### src/design/tccf_pkg.sv
`timescale 1ns / 1ps

package tccf_pkg;

    // datapath widths
    localparam int DW = 52;   // CORDIC x/y and magnetometer sums
    localparam int ZW = 34;   // CORDIC angle, Q23 degrees
    localparam int MW = 33;   // multiplier operand
    localparam int PW = 66;   // multiplier product
    localparam int TAB_LEN = 24;

    localparam logic signed [ZW-1:0] Z_HALF_TURN = 34'sd1509949440;  // 180 deg in Q23
    localparam logic signed [ZW-1:0] Z_RND       = 34'sd32768;
    localparam logic signed [ZW-1:0] Z_YAW_LIM   = 34'sd23040;
    localparam logic signed [31:0]   CORDIC_GAIN = 32'sd652032874;   // Q30
    localparam logic signed [31:0]   ANG_LIM     = 32'sd46080;
    localparam logic signed [17:0]   YAW_LIM     = 18'sd23040;
    localparam logic signed [17:0]   TURN        = 18'sd46080;
    localparam logic signed [17:0]   QTR_LIM     = 18'sd11520;
    localparam logic [16:0]          KEEP_ONE    = 17'd65536;
    localparam logic [16:0]          KEEP_RESET  = 17'd62259;
    // floor(2^38 / 125), result low by at most one
    localparam logic signed [MW-1:0] RECIP_125   = 33'sd2199023255;
    localparam int                   RECIP_SHIFT = 38;

    localparam logic                 REG_KEEP_WEIGHT = 1'b0;

    typedef struct packed {
        logic        [15:0] elapsed_ms;
        logic signed [15:0] gyro_y;
        logic signed [15:0] gyro_x;
        logic signed [15:0] mag_z;
        logic signed [15:0] mag_y;
        logic signed [15:0] mag_x;
        logic signed [15:0] acc_z;
        logic signed [15:0] acc_y;
        logic signed [15:0] acc_x;
    } sample_t;

    typedef enum logic {
        CM_VECTOR,
        CM_ROTATE
    } cordic_mode_t;

    typedef enum logic [4:0] {
        ST_IDLE,
        ST_PV_GO,
        ST_PV_RUN,
        ST_RV_GO,
        ST_RV_RUN,
        ST_GM1,
        ST_GM2,
        ST_GM3,
        ST_GM4,
        ST_BM1,
        ST_BM2,
        ST_BM3,
        ST_SC_GO,
        ST_SC_RUN,
        ST_MM,
        ST_YV_GO,
        ST_YV_RUN,
        ST_OUT
    } seq_state_t;

    // atan(2^-i) in degrees, Q23
    function automatic logic signed [ZW-1:0] atan_q23(input logic [4:0] idx);
        case (idx)
            5'd0:    atan_q23 = 34'sd377487360;
            5'd1:    atan_q23 = 34'sd222843801;
            5'd2:    atan_q23 = 34'sd117744544;
            5'd3:    atan_q23 = 34'sd59768969;
            5'd4:    atan_q23 = 34'sd30000467;
            5'd5:    atan_q23 = 34'sd15014858;
            5'd6:    atan_q23 = 34'sd7509261;
            5'd7:    atan_q23 = 34'sd3754860;
            5'd8:    atan_q23 = 34'sd1877459;
            5'd9:    atan_q23 = 34'sd938733;
            5'd10:   atan_q23 = 34'sd469367;
            5'd11:   atan_q23 = 34'sd234683;
            5'd12:   atan_q23 = 34'sd117342;
            5'd13:   atan_q23 = 34'sd58671;
            5'd14:   atan_q23 = 34'sd29335;
            5'd15:   atan_q23 = 34'sd14668;
            5'd16:   atan_q23 = 34'sd7334;
            5'd17:   atan_q23 = 34'sd3667;
            5'd18:   atan_q23 = 34'sd1833;
            5'd19:   atan_q23 = 34'sd917;
            5'd20:   atan_q23 = 34'sd458;
            5'd21:   atan_q23 = 34'sd229;
            5'd22:   atan_q23 = 34'sd115;
            5'd23:   atan_q23 = 34'sd57;
            default: atan_q23 = '0;
        endcase
    endfunction

    // Q23 degrees to 1/128 degree, rounded, clamped to the atan2 range
    function automatic logic signed [15:0] z_to_angle(input logic signed [ZW-1:0] z);
        logic signed [ZW-1:0] r;
        r = (z + Z_RND) >>> 16;
        if (r > Z_YAW_LIM) begin
            r = Z_YAW_LIM;
        end else if (r < -Z_YAW_LIM) begin
            r = -Z_YAW_LIM;
        end
        z_to_angle = r[15:0];
    endfunction

endpackage

### src/design/tccf_front.sv
`timescale 1ns / 1ps

module tccf_front import tccf_pkg::*; (
    input  logic        aclk,
    input  logic        aresetn,
    input  logic        s_tvalid,
    output logic        s_tready,
    input  sample_t     s_sample,
    output logic        q_valid,
    output sample_t     q_sample,
    input  logic        q_pop
);

    // two-word queue between intake and sequencer
    sample_t    mem [2];
    logic       wr_ptr_reg, rd_ptr_reg;
    logic [1:0] count_reg;
    logic       push;

    assign s_tready = (count_reg != 2'd2);
    assign push     = s_tvalid && s_tready;
    assign q_valid  = (count_reg != 2'd0);
    assign q_sample = mem[rd_ptr_reg];

    always_ff @(posedge aclk) begin
        if (push) begin
            mem[wr_ptr_reg] <= s_sample;
        end
    end

    always_ff @(posedge aclk) begin
        if (!aresetn) begin
            wr_ptr_reg <= 1'b0;
            rd_ptr_reg <= 1'b0;
            count_reg  <= 2'd0;
        end else begin
            if (push) begin
                wr_ptr_reg <= ~wr_ptr_reg;
            end
            if (q_pop) begin
                rd_ptr_reg <= ~rd_ptr_reg;
            end
            count_reg <= count_reg + 2'(push) - 2'(q_pop);
        end
    end

endmodule

### config.mk
export PLATFORM = sky130hd
export DESIGN_NAME = tccf_front
export DESIGN_NICKNAME = d
export VERILOG_FILES = /design/src/design/tccf_pkg.sv /design/src/design/tccf_front.sv
export SDC_FILE = /design/constraint.sdc
export NUM_CORES = 1
export LEC_CHECK = 0
export BUFFER_PORTS_ARGS = -buffer_cell sky130_fd_sc_hd__buf_2
export CAP_MARGIN = 20
export CORE_MARGIN = 2
export CORE_UTILIZATION = 56
export CTS_CLUSTER_SIZE = 12
export DETAILED_ROUTE_END_ITERATION = 8
export PLACE_DENSITY = 0.87
export SLEW_MARGIN = 10
export SYNTH_ARGS = -nofsm -noshare
export SYNTH_HDL_FRONTEND = slang
export SYNTH_SLANG_ARGS = --single-unit
### constraint.sdc
create_clock -name aclk -period 7.1 [get_ports aclk]
set_clock_uncertainty 0.2 [all_clocks]
set_input_delay 1.065 -clock aclk [delete_from_list [all_inputs] [get_ports aclk]]
set_output_delay 1.065 -clock aclk [all_outputs]
set_load 0.01 [all_outputs]
==> results.py <==
metrics = {
    "floorplan": {
        "dieArea_um2": 20600,
        "design.core.area_um2": 19300,
        "rows": 51,
        "ioPinCount": 294,
        "dieHeight_um": 143,
        "initial_core_util_pct": 56.5,
        "fp.dieW_um": 143,
    },
    "critical_path": {
        "cp_data_required_time_ps": 5830,
        "cpMaxStageDelayCell": "dfxtp_4",
        "slowest_delay_ps": 990,
        "crit_chain": "buf_12, mux2_2, buf_2",
        "cp_max_fo": 75,
        "path_class": "register to output pin",
        "cp-end-kind": "output pin",
        "startpoint_type": "register",
        "critPathArrivalTime_ps": 2620,
    },
    "yosys": {
        "syn_area_um2": 10900,
        "synth_nets": 625,
        "yosys-top-cells-area": "edfxtp_1 79%, mux2_2 8.7%, mux2_4 8.3%, dfxtp_1 0.92%, buf_6 0.83%",
        "yosysUniqueCellTypes": 24,
        "yosysWarnings": 0,
        "ys_seq_area_share_pct": 80.3,
        "synth-seq-cells": 293,
        "yosys.area.top_type": "edfxtp_1",
        "synth_top_area_share_pct": 79.4,
        "synth_cells": 476,
        "avgSynthCellArea_um2": 22.9,
    },
    "pwr": {
        "cellPowerDensity_nw_per_um2": 293,
        "pwr-share-clk_pct": 32.7,
        "p_comb_share_pct": 13.1,
        "p_int_mw": 3.06,
        "vdd_ir_drop_max_mv": 0.217,
        "switching_share_pct": 22.1,
        "power_frac_seq_pct": 54.2,
        "switching_power_uw": 867,
        "power_leakage_nw": 5.12,
    },
    "placement": {
        "port_buffers": 293,
        "hpwl_um": 13100,
        "place_congestion": 0.736,
    },
    "sta": {
        "setup_viol_count_final": 0,
        "slew_headroom_pct": 31.3,
        "period_needed_ps": 3890,
        "max_freq_mhz": 257,
        "tightest_slew_ps": 1030,
        "rsz0062_at_grt": "no",
        "tns_ps": 0,
        "hold_viol_final": 0,
        "period_share_pct": 54.8,
        "finalMaxSlewViolations": 0,
    },
    "route": {
        "viasPerCell": 5.08,
        "vias": 5423,
        "drt_iter0_markers": 337,
        "routed_wirelength_um": 19800,
        "wl_per_cell_um": 18.5,
        "drc": 0,
        "final_antenna_net_count": 0,
        "dr.pass1.iters": 4,
    },
    "flow_run": {
        "maxCapViolCount": 0,
    },
    "clock_tree": {
        "cts-htree-levels": 1,
        "insertion_delay_ps": 510,
        "post_cts_buffers": 0,
        "root_buffer": "clkbuf_16",
        "cts_sinks": 293,
        "clk_pin_slew_ps": 60,
        "hold_buffers": 0,
        "cts_resized": 0,
        "cts_tree": "done",
        "clockBufferDepth": 3,
        "numCtsBuffers": 29,
    },
    "grt": {
        "gr-usage-all-layers_pct": 18.2,
        "grt_antenna_before_repair": 2,
        "grt_overflow_total": 0,
        "grt_max_degree": 83,
        "grt_pass1_wl_um": 28800,
        "grt_pass1_vias": 5685,
    },
    "layout": {
        "final_common_cell": "buf_2",
        "fill_cells": 1280,
        "fin_nets": 936,
        "final_cell_mix": "293 x buf_2, 288 x edfxtp_1, 84 x mux2_2",
        "utilization_pct": 69.5,
        "drive_above_1_share_pct": 59.6,
        "syn2layout_area_growth_pct": 23.0,
        "largest_reg_flops": 288,
    },
    "status": {
        "run_status": "finished clean",
    },
    "hold_path": {
        "min_path_type": "register to register",
    },
}
-- worst max-delay path, delay by kind of cell (launching register included) --
family | cells | cell delay (ps)
multiplexers | 1 | 390
buffers and inverters | 2 | 650
flip-flops | 1 | 990
-- logic make-up after synthesis --
group / count (synthesis) / share of synthesized area, %
compound gates: 5 / 0.414
xor+xnor: 2 / 0.161
fa+ha+maj: 1 / 0.115
buf+inv: 18 / 1.26
flops: 293 / 80.3
mux: 145 / 17.0
simple gates: 12 / 0.678
-- power groups by stage --
stage / clock, mW / sequential (mW) / combinational (mW)
after floorplan: 0 / 2.15 / 0.327
after global placement: 0 / 2.15 / 0.508
after detailed placement: 0 / 2.16 / 0.518
after CTS: 1.32 / 2.13 / 0.522
after global routing: 1.37 / 2.14 / 0.554
final: 1.28 / 2.13 / 0.514
-- path summary, 6_finish.rpt --
path	cells after the start	slack, ps	start	end
min reg2reg	2	380	rd_ptr_reg	register
max reg2reg	3	4050	count_reg[0]	mem[1][27]
max	3	3210	register	q_sample[6]
min	2	380	rd_ptr_reg	register
-- routing by layer --
layer	track usage, %	vias to the layer above	share of wire [%]
met5	0	-	0
met4	6.45	0	2.7
met3	6.96	39	9.8
met2	31.9	226	50
met1	20.5	2634	37
li1	-	2524	-
-- synth_stat cells --
master,count
and2_1,3
nand3_1,1
a211oi_1,1
buf_2,8
xnor2_1,1
xor2_1,1
mux2i_1,1
or2_2,1
ha_1,1
dfxtp_1,5
and3_1,1
inv_1,2
a21bo_2,1
mux2_2,84
nand2_1,2
a21boi_0,1
mux2_4,60
nand3b_1,2
a21boi_2,1
nor4b_1,1
a211o_1,1
buf_6,8
edfxtp_1,288
nand2b_1,1
-- final cells by class --
type / count / area, um2 / share of cell area [%]
antenna: 4 / 10.0 / 0.0747
timing repair buffer: 296 / 1500 / 11.2
clock buffer: 37 / 756 / 5.64
multi-input combinational: 165 / 2010 / 15.0
sequential: 293 / 8750 / 65.3
tap: 265 / 332 / 2.48
clock inverter: 5 / 20.0 / 0.149
inverter: 2 / 12.5 / 0.0934
-- through the flow --
stage                     hold slack, ps  setup slack, ps  power [mW]  std cells  area, um2
after CTS                            387             3150        3.97       1063      13400
after global placement               370             3450        2.66       1021      12600
after floorplan                      329             1960        2.48        476      10900
after detailed placement             379             3430        2.68       1021      12600
after global routing                 405             3050        4.07       1063      13400
final                                384             3210        3.92       1067      13400
No activity file was read; power rests on OpenSTA's default activity.
